[src/rtl/bhc_pkg.sv]
// ----------------------------------------------------------------------------
// bhc_pkg
// Shared widths, types and the CORDIC arctangent table (degrees, 32
// fraction bits) for the bearing and heading correction block.
// ----------------------------------------------------------------------------
`default_nettype none

package bhc_pkg;

   localparam int COORD_WIDTH   = 16;
   localparam int CORDIC_STAGES = 28;
   localparam int ANGLE_FRAC    = 32;
   localparam int GUARD_BITS    = 60 - COORD_WIDTH;
   localparam int XY_W          = 64;
   localparam int ANGLE_W       = ANGLE_FRAC + 8;   // sign + 7 integer bits
   localparam int RAW_W         = ANGLE_FRAC + 9;   // 0..360 with fraction
   localparam int DEG_W         = 9;
   localparam int STAGE_IDX_W   = $clog2(CORDIC_STAGES);
   localparam int REQ_BITS      = 4 * COORD_WIDTH + DEG_W;
   localparam int REQ_W         = ((REQ_BITS + 7) / 8) * 8;
   localparam int RSP_W         = 24;

   localparam logic [63:0] RAD_TO_DEG_Q32 = 64'd246083499208;

   // Quadrant of (dx, dy), coded as {dx negative, dy negative}
   typedef enum logic [1:0] {
      QUAD_PP = 2'b00,
      QUAD_PN = 2'b01,
      QUAD_NP = 2'b10,
      QUAD_NN = 2'b11
   } quad_type;

   typedef logic signed [ANGLE_W-1:0] angle_type;
   typedef angle_type atan_table_type [CORDIC_STAGES];

   // Side data that rides along the CORDIC chain
   typedef struct packed {
      logic             special;   // exact angle, CORDIC result unused
      logic             sub;       // raw = base - z instead of base + z
      logic [DEG_W-1:0] base;      // whole-degree offset of the raw bearing
      logic [DEG_W-1:0] heading;   // saturated heading
   } side_type;

   typedef struct packed {
      logic signed [XY_W-1:0] x;
      logic signed [XY_W-1:0] y;
      angle_type              z;
      side_type               side;
   } cordic_type;

   // Restoring divide, used only while building the table
   function automatic logic [63:0] udiv64(input logic [63:0] num,
                                          input logic [63:0] den);
      logic [63:0] rem;
      logic [63:0] quo;
      rem = '0;
      quo = '0;
      for (int b = 63; b >= 0; b--) begin
         rem = {rem[62:0], num[b]};
         if (rem >= den) begin
            rem    = rem - den;
            quo[b] = 1'b1;
         end
      end
      return quo;
   endfunction

   // atan(2^-idx) in degrees: radian series with 62 fraction bits,
   // scaled by 180/pi, low product bits dropped
   function automatic logic [63:0] atan_entry(input int idx);
      logic [63:0]  sum;
      logic [63:0]  term;
      logic [63:0]  num;
      logic [127:0] prod;
      int           k;
      int           n;
      sum = '0;
      k   = 0;
      if (idx == 0) begin
         return 64'd45 << ANGLE_FRAC;
      end
      while (idx * (2 * k + 1) < 62) begin
         n    = idx * (2 * k + 1);
         num  = 64'd1 << (62 - n);
         term = udiv64(num, 64'(2 * k + 1));
         if ((k & 1) != 0) begin
            sum = sum - term;
         end else begin
            sum = sum + term;
         end
         k++;
      end
      prod = {64'd0, sum} * {64'd0, RAD_TO_DEG_Q32};
      return prod[125:62];
   endfunction

   function automatic atan_table_type build_atan_table();
      atan_table_type tbl;
      for (int i = 0; i < CORDIC_STAGES; i++) begin
         tbl[i] = angle_type'(atan_entry(i));
      end
      return tbl;
   endfunction

   localparam atan_table_type ATAN_TABLE = build_atan_table();

endpackage

`default_nettype wire

[src/rtl/bhc_post.sv]
// ----------------------------------------------------------------------------
// bhc_post
// Output stages: clamp the octant angle, form the whole-degree raw bearing,
// then the mapped bearing and the wrapped heading correction.
// ----------------------------------------------------------------------------
`default_nettype none

module bhc_post import bhc_pkg::*; (
   input  wire logic                    clock,
   input  wire logic                    reset,
   input  wire logic                    up_valid,
   output logic                         up_ready,
   input  wire cordic_type              up_data,
   output logic                         dn_valid,
   input  wire logic                    dn_ready,
   output logic        [DEG_W-1:0]      bearing_deg,
   output logic signed [DEG_W-1:0]      correction_deg
);

   localparam angle_type Z_MIN = angle_type'(1);
   localparam angle_type Z_MAX = angle_type'((64'd45 << ANGLE_FRAC) - 64'd1);

   angle_type                z_clamp;
   logic [RAW_W-1:0]         z_term;
   logic [RAW_W-1:0]         base_fix;
   logic [RAW_W-1:0]         raw;
   logic                     a_ready;
   logic                     b_ready;
   logic                     valid_a_ff;
   logic [DEG_W-1:0]         rawdeg_ff;
   logic [DEG_W-1:0]         heading_a_ff;
   logic signed [DEG_W:0]    diff;
   logic signed [DEG_W:0]    wrapped;
   logic                     valid_b_ff;
   logic [DEG_W-1:0]         bearing_ff;
   logic signed [DEG_W-1:0]  corr_ff;

   // Stage A: clamp and offset, floor by dropping the fraction
   always_comb begin
      if (up_data.z < Z_MIN) begin
         z_clamp = Z_MIN;
      end else if (up_data.z > Z_MAX) begin
         z_clamp = Z_MAX;
      end else begin
         z_clamp = up_data.z;
      end
      z_term   = up_data.side.special ? '0 : RAW_W'(z_clamp);
      base_fix = {up_data.side.base, {ANGLE_FRAC{1'b0}}};
      raw      = up_data.side.sub ? (base_fix - z_term) : (base_fix + z_term);
   end

   assign b_ready  = !valid_b_ff || dn_ready;
   assign a_ready  = !valid_a_ff || b_ready;
   assign up_ready = a_ready;

   always_ff @(posedge clock) begin
      if (reset) begin
         valid_a_ff <= 1'b0;
      end else if (a_ready) begin
         valid_a_ff <= up_valid;
      end
   end

   always_ff @(posedge clock) begin
      if (up_valid && a_ready) begin
         rawdeg_ff    <= raw[RAW_W-1 -: DEG_W];
         heading_a_ff <= up_data.side.heading;
      end
   end

   // Stage B: correction wrapped once into -180..180
   always_comb begin
      diff = $signed({1'b0, rawdeg_ff}) - $signed({1'b0, heading_a_ff});
      if (diff > 10'sd180) begin
         wrapped = diff - 10'sd360;
      end else if (diff < -10'sd180) begin
         wrapped = diff + 10'sd360;
      end else begin
         wrapped = diff;
      end
   end

   always_ff @(posedge clock) begin
      if (reset) begin
         valid_b_ff <= 1'b0;
      end else if (b_ready) begin
         valid_b_ff <= valid_a_ff;
      end
   end

   always_ff @(posedge clock) begin
      if (valid_a_ff && b_ready) begin
         bearing_ff <= (rawdeg_ff == 9'd360) ? 9'd0 : rawdeg_ff;
         corr_ff    <= wrapped[DEG_W-1:0];
      end
   end

   assign dn_valid       = valid_b_ff;
   assign bearing_deg    = bearing_ff;
   assign correction_deg = corr_ff;

endmodule

`default_nettype wire

[config.mk]
export PLATFORM = sky130hd
export DESIGN_NAME = bhc_post
export DESIGN_NICKNAME = d
export VERILOG_FILES = /design/src/rtl/bhc_pkg.sv /design/src/rtl/bhc_post.sv
export SDC_FILE = /design/constraint.sdc
export NUM_CORES = 1
export LEC_CHECK = 0
export ABC_AREA = 1
export BUFFER_PORTS_ARGS = -buffer_cell sky130_fd_sc_hd__buf_2
export CORE_MARGIN = 2
export CORE_UTILIZATION = 47
export DETAILED_ROUTE_END_ITERATION = 8
export GPL_ROUTABILITY_DRIVEN = 0
export PLACE_DENSITY = 0.86
export SLEW_MARGIN = 20
export SYNTH_ARGS = -nofsm -noshare
export SYNTH_HDL_FRONTEND = slang
export SYNTH_SLANG_ARGS = --single-unit
export TNS_END_PERCENT = 100
[constraint.sdc]
create_clock -name clock -period 6.2 [get_ports clock]
set_input_delay 0.62 -clock clock [delete_from_list [all_inputs] [get_ports clock]]
set_output_delay 0.62 -clock clock [all_outputs]
set_load 0.05 [all_outputs]
; Yosys cells after proc, flatten, opt, wreduce, memory -nomap -nowiden
; Index checks and enable logic that the tools add are counted.
[op_classes]
add_sub_neg = 5
multipliers = 0
div = 0
magnitude_cmp = 4
eq_ne = 1
n_shift = 0
mux = 6
n_bitwise = 0
reduce_logical = 6
[ops]
columns = op, n
row1 = $mux 41, 2
row2 = $mux 40, 2
row3 = $add 41x41->41, 1
row4 = $sub 41x41->41, 1
row5 = $gt 40x39->1 const B, 1
row6 = $lt 40x2->1 const B, 1
row7 = $mux 9, 2
row8 = $gt 10x9->1 const B, 1
row9 = $lt 10x9->1 const B, 1
row10 = $sub 9x9->10, 1
row11 = $add 9x9->9 const B, 1
row12 = $eq 9x9->1 const B, 1
row13 = $sub 9x9->9 const B, 1
row14 = $logic_and 1x1->1, 2
row15 = $logic_not 1->1, 2
row16 = $logic_or 1x1->1, 2
[word_totals]
regBits = 38
latchBits = 0
mem_bits_rw = 0
mem_bits_ro = 0
input_bits = 192
output_inout_bits = 20
wordCells = 28
n_memories = 0

; Longest topological paths before layout
[logic_depth]
word_depth = 6
ltp_mapped = 22
mapped_depth_nobuf = 22

; Worst setup path before layout
; Ideal clock, no wire load.
[synth_path]
path_type = in2reg
from = in up_data[22] in the netlist's numbering
to = reg rawdeg_ff[8] (data pin)
setup_ps = 249
arrival_ps = 2959
required_ps = 5951
setup_slack_ps = 2992
cell_stages = 21
path_buffers = 1
path_cell_list = nor2_1 -> nand2_1 -> nor2_1 -> nand3_1 -> o21bai_2 -> nor2_2 -> buf_6 -> nand3_1 -> inv_1 -> ha_1 -> fa_1 -> a21oi_1 -> o21bai_1 -> a21oi_1 -> o21ai_0 -> a21oi_1 -> nor2_1 -> o21ai_0 -> nand3_1 -> nand2_1 -> inv_1
[synth_via]
elab_chain_len = 6
elab_cells_between_ends = 8
classes_between = add/sub (2) / order compare (2) / mux (4)
[synth_lines]
columns = item, line
row1 = from (decl), bhc_post.sv:13  ; input wire cordic_type up_data,
row2 = $gt 40x39->1, bhc_post.sv:42  ; end else if (up_data.z > Z_MAX) begin
row3 = $mux 40, bhc_post.sv:42
row4 = $mux 40 *, bhc_post.sv:40  ; if (up_data.z < Z_MIN) begin
row5 = $mux 41 *, bhc_post.sv:47  ; z_term = up_data.side.special ? '0 : RAW_W'(z_clamp);
row6 = $add 41x41->41 or $sub 41x41->41 (tied branches), bhc_post.sv:49  ; raw = up_data.side.sub ? (base_fix - z_term) : (base_fix + z_term);
row7 = $mux 41 *, bhc_post.sv:49
row8 = named net raw[40], bhc_post.sv:26  ; logic [RAW_W-1:0] raw;
row9 = to (signal assigned), bhc_post.sv:66  ; rawdeg_ff <= raw[RAW_W-1 -: DEG_W];
row10 = to (decl), bhc_post.sv:30  ; logic [DEG_W-1:0] rawdeg_ff;
; The timed path passes the listed nets; every way through them passes the cells marked *.
; A chain may end at the register's enable or synchronous reset.

; Worst setup path in the final report
; Same ends and word-level chain as after synthesis.

==> metrics.md <==
| Metric | Value |
|---|---|
| Outcome | finished clean |
| Mean Syn Cell Area | between 7 and 8 um2 |
| Largest net degree at the start of global routing | 19 |
| Critical path buffers and inverters | 3 |
| Drt wl/cell | between 10 and 15 um |
| Total GRT Usage | approximately a fifth |
| Core ar. | 6910 um2 |
| Critical path's slowest cell | fa_1 |
| Die W | roughly 90 um |
| Switch share | approximately 40% |
| P_int | 0.000532 W |
| Worst Tran Pin Value | approximately 670 ps |
| # setup viols final | 0 |
| Leakage power | between 2 and 2.5 nW |
| Largest fanout on the critical path | 16 |
| Slew headroom | 55.5% |
| Top Ports | 212 |
| Power share of the clock group | ~18% |
| PortBufs | 83 |
| Seq pwr share | 37.0% |
| First-pass GRT wire length | 12,000 um |
| Final WL | between 7000 and 8000 um |
| Worst Skew | 6.06 ps |
| CTS resizes | 0 |
| Hold crit path type | flop to flop |
| # hold bufs at CTS | 0 |
| P_sw | between 0.0003 and 0.0004 W |
| DR pass1 iterations | 5 |
| WP data arrival | ~3500 ps |
| Max Buffers Root-to-Sink | 2 |
| CP Capture Type | flop |
| Initial Utilization | about 49% |
| Synth Warn # | 0 |
| Most frequent cells in the layout | 141 x nand2_1, 83 x buf_2, 81 x inv_1, 39 x nor2_1, 36 x edfxtp_1 |
| Post-Syn Area | roughly 3400 um2 |
| Vias in the first global route | 3,025 |
| H-Tree Depth | 2 |
| Post-CTS setup repair buffer count | 0 |
| Comb power frac | between 40% and 50% |
| DP Area | around 3900 um2 |
| Peak supply drop | 0.0868 mV |
| DRT antenna net count | 0 |
| Minimum clock period | roughly 3400 ps |
| Crit path largest cell delay | around 400 ps |
| Fin crit share | 54.7% |
| Layout cells sized above 1 | 20.2% |
| Initial antenna violation count | 0 |
| Count of cell types in the netlist | 38 |
| Worst path required time | approximately 6300 ps |
| Number of flops mapped to enable cells by yosys | 36 |
| Clock buffer count from CTS | 5 |
| Post-DP HPWL | between 6000 and 7000 um |
| Antenna cells | 0 |
| Commonest non-fill, non-tap cell in the layout | nand2_1 |
| DRC | 0 |
| Post-synthesis cell count | 474 |
| Final Hold Vio Count | 0 |
| Max-cap violations | 0 |
| FF+latch count, synth | 38 |
| Row Count | 30 |
| 1st-iter DRT viols | between 100 and 150 |
| Setup total negative slack | 0 ps |
| Fillers | roughly 640 |
| Crit-path cells | buf_2, nor2_1, nand2_1, nor2_1, nand3_1, o21bai_2, nor2_2, nand3_1, inv_1, ha_1, fa_1, a21oi_1, o21bai_1, a21oi_1, o21ai_0, a21oi_1, nor2_1, o21ai_0, nand3_1, nand2_1, inv_1 |
| Total Die Area | approximately 7900 um2 |
| Worst path top cell family by delay | compound AO/OA/AOI/OAI gates |
| Nets | slightly below 800 |
| Footprint of the multi-input gates | between 1500 and 2000 um2 |
| Root buffer cell | clkbuf_8 |
| Seq/Total Area, Yosys | approximately 33% |
| Fmax achieved | 295 MHz |
| Register area | about 1100 um2 |
| DIE HEIGHT | roughly 90 um |
| Slew Viols, Final | 0 |
| Unrepaired setup endpoints after global routing | no |
| Vias | approximately 3.2k |
| Post-synth top flop | edfxtp_1 |
| Pwr/cell area | 224 nW/um2 |
| Worst-path clk slew | around 70 ps |
| Worst setup SP type | input pin |
| Layout area overhead | 17.2% |
| Final instance area | ~4000 um2 |
| Synth async-reset ratio | 0% |
| Total gr overflow | 0 |
| CTS tree | built |
| Clk_lat worst skew | about 290 ps |
| Num Clock Sinks | 38 |
| Vias per inst | between 4 and 5 |
| Kind of critical path | input pin to flop |
cells in the mapped netlist (4+ instances only):
| library cell | count | area (um2) |
|---|---|---|
| nor2_1 | 39 | 146 |
| nor3_1 | 7 | 35.0 |
| o21ai_2 | 4 | 35.0 |
| o21ai_0 | 17 | 85.1 |
| clkbuf_1 | 6 | 22.5 |
| edfxtp_1 | 36 | 1080 |
| nand2_1 | 141 | 529 |
| xor2_1 | 9 | 78.8 |
| ha_1 | 29 | 363 |
| a21oi_1 | 24 | 120 |
| nand3b_1 | 4 | 30.0 |
| nand3_1 | 23 | 115 |
| inv_1 | 81 | 304 |
| nor2_2 | 4 | 25.0 |
| nand2_2 | 4 | 25.0 |
| o21ai_1 | 8 | 40.0 |
power groups by stage:
stage                     Sequential, W  Combinational [W]  Clock [W]
after floorplan                0.000381           0.000270          0
after global placement         0.000335           0.000382          0
after detailed placement       0.000336           0.000397          0
after CTS                      0.000330           0.000400   0.000163
after global routing           0.000333           0.000456   0.000174
final                          0.000330           0.000402   0.000159
per-stage QoR:
stage | hold WS [ps] | setup slack, ps | utilization [%] | total power (W) | instances
floorplan | 445 | 2990 | - | 0.000652 | 477
global placement | 449 | 2580 | 56.3 | 0.000717 | 648
detailed placement | 461 | 2490 | 56.3 | 0.000733 | 648
CTS | 471 | 2790 | 57.6 | 0.000893 | 656
global route | 485 | 2460 | 57.6 | 0.000963 | 656
finish | 470 | 2810 | 57.6 | 0.000891 | 656
routing by layer:
layer | GRT usage (%) | up-vias | part of all wire (%)
li1 | - | 1678 | -
met1 | 20.5 | 1381 | 40
met2 | 35.6 | 107 | 51
met3 | 3.42 | 20 | 5.6
met4 | 9.23 | 0 | 3.2
met5 | 0 | - | 0
cell type report:
class                           count  share of cell area, %
Clock buffer                        5                   1.73
Clock inverter                      3                  0.409
Inverter                           84                   7.93
Multi-Input combinational cell    346                   48.1
Sequential cell                    38                   28.2
Tap cell                           96                   3.02
Timing Repair Buffer               84                   10.6
sequential cells by signal, summed over array words and instances, names as in the netlist:
register,count
dn_valid,1
correction_deg,9
valid_a_ff,1
rawdeg_ff,9
bearing_deg,9
heading_a_ff,9
worst min-delay path, delay by kind of cell (launching register included):
| family | cells | cell delay (ps) |
|---|---|---|
| flip-flops | 1 | 310 |
| buffers and inverters | 1 | 60 |
| AO/OA/AOI/OAI | 1 | 60 |
final timing paths:
kind           startpoint           endpoint  slack [ps]  depth (start not counted)
max           up_data[22]       rawdeg_ff[8]        2810                         21
min            valid_a_ff           dn_valid         470                          2
min reg2reg    valid_a_ff           dn_valid         470                          2
max reg2reg  rawdeg_ff[0]  correction_deg[3]        3270                         19
logic make-up after synthesis:
kind of cell               after synthesis  share of synthesized area [%]
AOI/OAI and AO/OA                       67                           11.7
adders and majority gates               31                           11.9
buffers and inverters                   93                           11.0
other                                    2                          0.221
and+or+nand+nor                        230                           28.4
xor gates and xnor gates                13                           3.80
DFF                                     38                           33.1
Note: power is estimated with default switching activity, not from simulation.
