File: config.mk
export PLATFORM = sky130hd
export DESIGN_NAME = bhc_prep
export DESIGN_NICKNAME = d
export VERILOG_FILES = /design/src/rtl/bhc_pkg.sv /design/src/rtl/bhc_prep.sv
export SDC_FILE = /design/constraint.sdc
export NUM_CORES = 1
export LEC_CHECK = 0
export BUFFER_PORTS_ARGS = -buffer_cell sky130_fd_sc_hd__buf_2
export CORE_ASPECT_RATIO = 1.2
export CORE_MARGIN = 2
export CORE_UTILIZATION = 35
export DETAILED_ROUTE_END_ITERATION = 16
export GPL_ROUTABILITY_DRIVEN = 0
export GPL_TIMING_DRIVEN = 0
export PLACE_DENSITY = 0.65
export SLEW_MARGIN = 15
export SYNTH_ARGS = -nofsm -noshare
export SYNTH_HDL_FRONTEND = slang
export SYNTH_SLANG_ARGS = --single-unit
File: constraint.sdc
create_clock -name clock -period 7.24 [get_ports clock]
set_input_delay 0.362 -clock clock [delete_from_list [all_inputs] [get_ports clock]]
set_output_delay 0.362 -clock clock [all_outputs]
set_load 0.03 [all_outputs]
File: src/rtl/bhc_pkg.sv
// ----------------------------------------------------------------------------
// bhc_pkg
// Shared widths, types and the CORDIC arctangent table (degrees, 32
// fraction bits) for the bearing and heading correction block.
// ----------------------------------------------------------------------------
`default_nettype none

package bhc_pkg;

   localparam int COORD_WIDTH   = 16;
   localparam int CORDIC_STAGES = 28;
   localparam int ANGLE_FRAC    = 32;
   localparam int GUARD_BITS    = 60 - COORD_WIDTH;
   localparam int XY_W          = 64;
   localparam int ANGLE_W       = ANGLE_FRAC + 8;   // sign + 7 integer bits
   localparam int RAW_W         = ANGLE_FRAC + 9;   // 0..360 with fraction
   localparam int DEG_W         = 9;
   localparam int STAGE_IDX_W   = $clog2(CORDIC_STAGES);
   localparam int REQ_BITS      = 4 * COORD_WIDTH + DEG_W;
   localparam int REQ_W         = ((REQ_BITS + 7) / 8) * 8;
   localparam int RSP_W         = 24;

   localparam logic [63:0] RAD_TO_DEG_Q32 = 64'd246083499208;

   // Quadrant of (dx, dy), coded as {dx negative, dy negative}
   typedef enum logic [1:0] {
      QUAD_PP = 2'b00,
      QUAD_PN = 2'b01,
      QUAD_NP = 2'b10,
      QUAD_NN = 2'b11
   } quad_type;

   typedef logic signed [ANGLE_W-1:0] angle_type;
   typedef angle_type atan_table_type [CORDIC_STAGES];

   // Side data that rides along the CORDIC chain
   typedef struct packed {
      logic             special;   // exact angle, CORDIC result unused
      logic             sub;       // raw = base - z instead of base + z
      logic [DEG_W-1:0] base;      // whole-degree offset of the raw bearing
      logic [DEG_W-1:0] heading;   // saturated heading
   } side_type;

   typedef struct packed {
      logic signed [XY_W-1:0] x;
      logic signed [XY_W-1:0] y;
      angle_type              z;
      side_type               side;
   } cordic_type;

   // Restoring divide, used only while building the table
   function automatic logic [63:0] udiv64(input logic [63:0] num,
                                          input logic [63:0] den);
      logic [63:0] rem;
      logic [63:0] quo;
      rem = '0;
      quo = '0;
      for (int b = 63; b >= 0; b--) begin
         rem = {rem[62:0], num[b]};
         if (rem >= den) begin
            rem    = rem - den;
            quo[b] = 1'b1;
         end
      end
      return quo;
   endfunction

   // atan(2^-idx) in degrees: radian series with 62 fraction bits,
   // scaled by 180/pi, low product bits dropped
   function automatic logic [63:0] atan_entry(input int idx);
      logic [63:0]  sum;
      logic [63:0]  term;
      logic [63:0]  num;
      logic [127:0] prod;
      int           k;
      int           n;
      sum = '0;
      k   = 0;
      if (idx == 0) begin
         return 64'd45 << ANGLE_FRAC;
      end
      while (idx * (2 * k + 1) < 62) begin
         n    = idx * (2 * k + 1);
         num  = 64'd1 << (62 - n);
         term = udiv64(num, 64'(2 * k + 1));
         if ((k & 1) != 0) begin
            sum = sum - term;
         end else begin
            sum = sum + term;
         end
         k++;
      end
      prod = {64'd0, sum} * {64'd0, RAD_TO_DEG_Q32};
      return prod[125:62];
   endfunction

   function automatic atan_table_type build_atan_table();
      atan_table_type tbl;
      for (int i = 0; i < CORDIC_STAGES; i++) begin
         tbl[i] = angle_type'(atan_entry(i));
      end
      return tbl;
   endfunction

   localparam atan_table_type ATAN_TABLE = build_atan_table();

endpackage

`default_nettype wire

File: src/rtl/bhc_prep.sv
// ----------------------------------------------------------------------------
// bhc_prep
// Input stage: coordinate differences, octant folding, exact handling of
// axis and diagonal directions, heading saturation.
// ----------------------------------------------------------------------------
`default_nettype none

module bhc_prep import bhc_pkg::*; (
   input  wire logic                          clock,
   input  wire logic                          reset,
   input  wire logic                          up_valid,
   output logic                               up_ready,
   input  wire logic signed [COORD_WIDTH-1:0] robot_x,
   input  wire logic signed [COORD_WIDTH-1:0] robot_y,
   input  wire logic signed [COORD_WIDTH-1:0] target_x,
   input  wire logic signed [COORD_WIDTH-1:0] target_y,
   input  wire logic        [DEG_W-1:0]       heading_deg,
   output logic                               dn_valid,
   input  wire logic                          dn_ready,
   output cordic_type                         dn_data
);

   logic signed [COORD_WIDTH:0] dx;
   logic signed [COORD_WIDTH:0] dy;
   logic        [COORD_WIDTH:0] ax;
   logic        [COORD_WIDTH:0] ay;
   logic        [COORD_WIDTH:0] big;
   logic        [COORD_WIDTH:0] small_v;
   quad_type                    quad;
   side_type                    side;
   logic                        valid_ff;
   cordic_type                  data_ff;
   cordic_type                  data_in;

   // Exact differences and magnitudes
   always_comb begin
      dx   = $signed({robot_x[COORD_WIDTH-1], robot_x})
           - $signed({target_x[COORD_WIDTH-1], target_x});
      dy   = $signed({robot_y[COORD_WIDTH-1], robot_y})
           - $signed({target_y[COORD_WIDTH-1], target_y});
      ax   = dx[COORD_WIDTH] ? $unsigned(-dx) : $unsigned(dx);
      ay   = dy[COORD_WIDTH] ? $unsigned(-dy) : $unsigned(dy);
      quad = quad_type'({dx[COORD_WIDTH], dy[COORD_WIDTH]});
   end

   // Classify direction: raw bearing = base +/- first-octant angle
   always_comb begin
      side.special = 1'b1;
      side.sub     = 1'b0;
      side.base    = 9'd180;
      side.heading = (heading_deg > 9'd359) ? 9'd359 : heading_deg;
      big          = '0;
      small_v      = '0;
      if (ax == '0 && ay == '0) begin
         side.base = 9'd180;
      end else if (ay == '0) begin
         side.base = dx[COORD_WIDTH] ? 9'd360 : 9'd180;
      end else if (ax == '0) begin
         side.base = dy[COORD_WIDTH] ? 9'd90 : 9'd270;
      end else if (ax == ay) begin
         case (quad)
            QUAD_PP: side.base = 9'd225;
            QUAD_NP: side.base = 9'd315;
            QUAD_NN: side.base = 9'd45;
            QUAD_PN: side.base = 9'd135;
            default: side.base = 9'd180;
         endcase
      end else if (ay < ax) begin
         side.special = 1'b0;
         big          = ax;
         small_v      = ay;
         case (quad)
            QUAD_PP: begin side.base = 9'd180; side.sub = 1'b0; end
            QUAD_NP: begin side.base = 9'd360; side.sub = 1'b1; end
            QUAD_NN: begin side.base = 9'd0;   side.sub = 1'b0; end
            QUAD_PN: begin side.base = 9'd180; side.sub = 1'b1; end
            default: begin side.base = 9'd180; side.sub = 1'b0; end
         endcase
      end else begin
         side.special = 1'b0;
         big          = ay;
         small_v      = ax;
         case (quad)
            QUAD_PP: begin side.base = 9'd270; side.sub = 1'b1; end
            QUAD_NP: begin side.base = 9'd270; side.sub = 1'b0; end
            QUAD_NN: begin side.base = 9'd90;  side.sub = 1'b1; end
            QUAD_PN: begin side.base = 9'd90;  side.sub = 1'b0; end
            default: begin side.base = 9'd180; side.sub = 1'b0; end
         endcase
      end
   end

   // CORDIC start vector
   always_comb begin
      data_in.x    = $signed(XY_W'(big) << GUARD_BITS);
      data_in.y    = $signed(XY_W'(small_v) << GUARD_BITS);
      data_in.z    = '0;
      data_in.side = side;
   end

   assign up_ready = !valid_ff || dn_ready;

   always_ff @(posedge clock) begin
      if (reset) begin
         valid_ff <= 1'b0;
      end else if (up_ready) begin
         valid_ff <= up_valid;
      end
   end

   always_ff @(posedge clock) begin
      if (up_valid && up_ready) begin
         data_ff <= data_in;
      end
   end

   assign dn_valid = valid_ff;
   assign dn_data  = data_ff;

endmodule

`default_nettype wire

Yosys cells after proc, flatten, opt, wreduce, memory -nomap -nowiden
Index checks and enable logic that the tools add are counted.
{"block": "op_classes", "add_sub_neg": 4, "n_mul": 0, "div": 0, "n_lt_le_gt_ge": 2, "n_eq_ne": 4, "shift": 0, "mux": 13, "bitwise": 0, "reduce_logical": 8}
{"operator": "10-bit case mux with 4 select lines", "n": 2}
{"operator": "17-bit two-way mux", "n": 4}
{"operator": "9-bit two-way mux", "n": 5}
{"operator": "9-bit case mux with 4 select lines", "n": 1}
{"operator": "17-bit zero test", "n": 2}
{"operator": "17-bit negation", "n": 2}
{"operator": "16-bit by 16-bit subtractor with 17-bit output", "n": 2}
{"operator": "17-bit equality test", "n": 1}
{"operator": "17-bit < comparator", "n": 1}
{"operator": "10-bit two-way mux", "n": 1}
{"operator": "9-bit > comparator, second input constant", "n": 1}
{"operator": "2-bit equality test, second input constant", "n": 2}
{"operator": "4-bit OR reduction", "n": 1}
{"operator": "2-bit by 1-bit equality test with 1-bit output, second input constant", "n": 1}
{"operator": "1-bit logical AND", "n": 2}
{"operator": "2-bit zero test", "n": 1}
{"operator": "1-bit zero test", "n": 1}
{"operator": "1-bit logical OR", "n": 1}
{"block": "totals", "regBits": 55, "latchBits": 0, "ram_bits": 0, "mem_bits_ro": 0, "in_bits": 77, "output_inout_bits": 190, "elab_cells": 38, "n_memories": 0}

Logic depth before layout (Yosys ltp)
{"block": "depth", "ltp_word": 8, "ltp_mapped": 27, "depth_no_buf": 23}

Worst setup path before layout
OpenSTA, ideal clock, no wires.
{"block": "synth_path", "path_type": "input -> register", "startpoint": "input robot_y[0]", "endpoint": "register data_ff, in the netlist dn_data[120], data pin", "setup_time_ns": 0.254, "arrival_time_ns": 4.856, "required_ns": 6.986, "setup_slack_ns": 2.130, "path_stages": 22, "n_path_buf": 3, "path_cell_list": "inv_1 > ha_1 > fa_1 > nand2b_1 > a21boi_4 > nor3_1 > or4_1 > buf_2 > or4_4 > nor2_4 > nor2_1 > xor2_1 > ha_1 > nand3_1 > nor2_1 > a21oi_1 > maj3_1 > o21ai_1 > buf_2 > buf_4 > mux2i_1 > nor2_1"}
{"block": "synth_via", "elab_chain_len": 6, "word_cells_on_any_way": 9, "classes_between": "2 x add/sub; 1 x order compare; 1 x eq/ne; 2 x mux; 3 x reduce/logical"}
{"item": "from (decl)", "line_no": "bhc_prep.sv:14", "text": "input wire logic signed [COORD_WIDTH-1:0] robot_y,"}
{"item": "16-bit by 16-bit subtractor with 17-bit output *", "line_no": "bhc_prep.sv:40", "text": "- $signed({target_y[COORD_WIDTH-1], target_y});"}
{"item": "17-bit negation", "line_no": "bhc_prep.sv:42", "text": "ay = dy[COORD_WIDTH] ? $unsigned(-dy) : $unsigned(dy);"}
{"item": "17-bit two-way mux *", "line_no": "bhc_prep.sv:42"}
{"item": "branches (longest 3 deep; another with 17-bit < comparator)"}
{"item": "to (signal assigned)", "line_no": "bhc_prep.sv:113", "text": "data_ff <= data_in;"}
{"item": "to (decl)", "line_no": "bhc_prep.sv:32", "text": "cordic_type data_ff;"}
Every way passes the cells marked *.
A chain may end at the register's enable or synchronous reset.

Final worst setup path
{"block": "layout_path", "startpoint": "input robot_x[0]", "endpoint": "register data_ff, in the netlist dn_data[118], data pin"}
{"block": "layout_via", "elab_chain_len": 6, "word_cells_on_any_way": 9, "classes_between": "2 x add/sub; 1 x order compare; 1 x eq/ne; 2 x mux; 3 x reduce/logical"}
{"item": "from (decl)", "line_no": "bhc_prep.sv:13", "text": "input wire logic signed [COORD_WIDTH-1:0] robot_x,"}
{"item": "16-bit by 16-bit subtractor with 17-bit output *", "line_no": "bhc_prep.sv:38", "text": "- $signed({target_x[COORD_WIDTH-1], target_x});"}
{"item": "17-bit negation", "line_no": "bhc_prep.sv:41", "text": "ax = dx[COORD_WIDTH] ? $unsigned(-dx) : $unsigned(dx);"}
{"item": "17-bit two-way mux *", "line_no": "bhc_prep.sv:41"}
{"item": "branches (longest 3 deep; another with 17-bit < comparator)"}
Marked as above.

==> results by group <==
Final layout
  – Commonest cells after routing, fill and taps aside: 144 x buf_2, 140 x buf_4, 134 x conb_1, 96 x nor2_1, 64 x inv_1
  – Fin cells: about 1,500
  – Final nets: approximately 1,300
  – Fraction of layout cells with a size suffix above 1: 26.41%
  – Fillcell total: around 2,200
  – ANT cells: 0
  – Synthesis-to-finish area growth: 22.57%
  – Commonest non-fill, non-tap cell in the layout: buf_2
  – Fin util: 43.84%
  – Final Cell Area: between 0.009 and 0.01 sq mm

Placement
  – Inst Count DP: 1,466
  – DP HPWL: around 16,000 microns
  – Port bufs: between 100 and 150
  – Pre-CTS setup slack: between 1 and 1.5 ns
  – Post-Place Cell Area: between 0.009 and 0.01 sq mm

Worst setup path
  – Worst r2r path cells: 3
  – CP endpoint kind: flip-flop
  – Worst R2R Setup Slack: ~5.8 ns
  – CP max FO: 11
  – Critical Path Max Stage Delay: 0.54 ns
  – Critical path capture point: dn_data[118]
  – Critical Path AT: a little over 6 ns
  – Launching element type of the critical path: primary input
  – RR Endpoint: dn_data[18]
  – Slowest cell on crit path: buf_1
  – Cell mode on critical path: a21oi_1
  – Critical Path RT: 7.28 ns
  – CP Launch Point: robot_x[0]
  – Reg-to-Reg Start: dn_valid
  – Crit Path Class: primary input to flip-flop

Detailed routing
  – Post-Route WL: about 19,000 microns
  – Drt drc: 0
  – DR pass1 iterations: 6
  – Drt wl/cell: 12.63 microns
  – Drt first-iter violations: 414
  – Vias per cell: approximately 4.7
  – Total number of vias: 6,958
  – Routed Antenna Nets: 0

Die
  – Initial Util: 35.77%
  – Die Span X: 137.6 microns
  – Num rows: 58
  – Die ar.: 0.02262 sq mm
  – Die height: 164.4 microns
  – I/O pin count: around 270
  – Core area: ~0.021 sq mm

Timing
  – Sum Neg Setup Slack: 0 ns
  – Clock skew: roughly 0.0036 ns
  – Slew @ Worst Pin: 0.8873 ns
  – Period utilization: between 80% and 90%
  – Final WS setup: between 1 and 1.5 ns
  – Endpoints failing hold: 0
  – Slew HR: approximately 40%
  – Fin crit period: 6.006 ns
  – RSZ-0062 raised after global routing: false
  – Pins over their slew limit: 0
  – Setup violations, final: 0
  – Max Freq: roughly 0.17 GHz
  – Hold WS: 0.2198 ns

CTS
  – Worst-case clock buffer depth: 2
  – CTS H-tree lvls: 2
  – CTS tree: built
  – Clock Latency Late Sink: 0.29 ns
  – Cts hold-fix bufs: 0
  – Clk sinks: 55
  – Post-CTS sizing: 0
  – CTS Buf Count: 5
  – Root buf cell: clkbuf_16
  – Postcts setup bufs: 0
  – Clk slew on worst S/H paths: roughly 0.060 ns

Worst hold path
  – Hold depth: 2
  – Worst hold start: reset
  – Hold WC Path Type: primary input to flip-flop

GRT
  – Vias in the first global route: roughly 6,300
  – Initial antenna violation count: 0
  – Largest net degree at the start of global routing: 36
  – First-pass GRT wire length: ~29,000 microns
  – Remaining global-route overflow: 0
  – GRT Overall Usage: 15.76%

Yosys
  – EDFF count, synth: 54
  – Main synth FF type: edfxtp_1
  – Yosys reg bits: 55
  – Avg Cell Area, Syn: ~8.1 sq um
  – Sequential fraction of the synthesis area: 21.88%
  – YS warnings: 0
  – Syn Inst Count: 930
  – Post-synthesis cell area: roughly 0.0075 sq mm
  – Synth cell types: 85
  – Async set-or-reset flop fraction in the synthesized netlist: 0%

Pwr
  – Tot Pwr: between 2 and 2.5 mW
  – Pwr Density: about 260 mW/mm^2
  – Worst VDD drop: around 0.27 mV
  – P_leak: 4.621 nW

Status
  – Status: completed

Job
  – Max-cap violations: 0
-- how the worst min path moves through the flow --
stage / end / slack (ns)
2_1_floorplan: dn_valid / 0.43
3_3_place_gp: dn_valid / 0.49
3_5_place_dp: dn_valid / 0.51
4_1_cts: dn_valid / 0.21
5_1_grt: dn_valid / 0.22
6_report: dn_valid / 0.22
-- Yosys cell counts (3+ instances only) --
cell | n | area [sq um]
or2_2 | 4 | 25.02
a22o_1 | 3 | 26.28
buf_4 | 140 | 1051
or3_1 | 12 | 75.07
nand4_1 | 9 | 56.30
ha_1 | 54 | 675.7
a31oi_1 | 4 | 25.02
xor2_1 | 19 | 166.4
a21o_1 | 16 | 120.1
and3_1 | 4 | 25.02
a21oi_1 | 58 | 290.3
buf_2 | 12 | 60.06
nor3_1 | 23 | 115.1
mux2_2 | 3 | 33.78
a21boi_0 | 4 | 30.03
nand2b_1 | 15 | 93.84
a211oi_1 | 10 | 75.07
o211a_1 | 7 | 70.07
a211o_1 | 4 | 35.03
o2111a_1 | 5 | 56.30
o211ai_1 | 10 | 75.07
nor4b_1 | 4 | 35.03
nand3_1 | 20 | 100.1
inv_1 | 64 | 240.2
and2_1 | 7 | 43.79
nor2_1 | 96 | 360.4
o21a_1 | 12 | 90.09
xnor2_1 | 29 | 254.0
o2111ai_1 | 5 | 43.79
nor2b_1 | 7 | 43.79
or4_1 | 4 | 30.03
mux2i_1 | 23 | 230.2
a311oi_1 | 3 | 26.28
or4b_1 | 3 | 30.03
nand2_1 | 50 | 187.7
nor4_1 | 8 | 50.05
edfxtp_1 | 54 | 1622
o311ai_0 | 4 | 35.03
o21ai_0 | 37 | 185.2
a2111oi_0 | 5 | 43.79
nor3b_1 | 9 | 67.56
clkbuf_1 | 16 | 60.06
o22ai_1 | 3 | 18.77
-- power breakdown --
| part | internal [mW] | total (mW) | switching [mW] |
|---|---|---|---|
| Sequential | 0.518 | 0.543 | 0.0251 |
| Clock | 0.172 | 0.273 | 0.101 |
| Combinational | 0.567 | 1.60 | 1.04 |
| Total | 1.26 | 2.42 | 1.16 |
-- state kept, by name, indices dropped and copies added, names as in the netlist --
| name | flops |
|---|---|
| dn_data | 54 |
| dn_valid | 1 |
-- cells by family after synthesis --
kind of cell               after synthesis  share of synthesized area, %
xor gates and xnor gates                48                         5.605
and+or+nand+nor                        292                         20.00
other                                    1                       0.04999
AOI/OAI and AO/OA                      217                         20.35
buffers and inverters                  234                         18.92
adders and majority gates               57                         9.675
muxes                                   26                         3.520
DFF                                     55                         21.88
-- metal layers --
| metal | wire, microns | global-route usage (%) |
|---|---|---|
| met5 | 0 | 0 |
| met4 | 292 | 3.936 |
| met3 | 1123 | 1.975 |
| met2 | 9354 | 29.06 |
| met1 | 7844 | 19.15 |
-- area by class of cell --
class	count	area (sq um)	area share, %
Sequential cell	55	1642	17.86
Tap cell	270	337.8	3.674
Timing Repair Buffer	133	680.7	7.403
Buffer	170	1179	12.82
Clock inverter	2	35.03	0.3811
Multi-Input combinational cell	774	4941	53.74
Clock buffer	6	138.9	1.511
Inverter	64	240.2	2.613
-- critical path: cells and delay by family --
| kind | cells | cell delay [ns] |
|---|---|---|
| AO/OA/AOI/OAI | 10 | 1.79 |
| adder cells (fa/ha/maj) | 4 | 1.40 |
| buffers and inverters | 7 | 1.73 |
| multiplexers | 1 | 0.24 |
| AND/OR/NAND/NOR | 4 | 0.50 |
No activity file was read; power rests on OpenSTA's default activity.
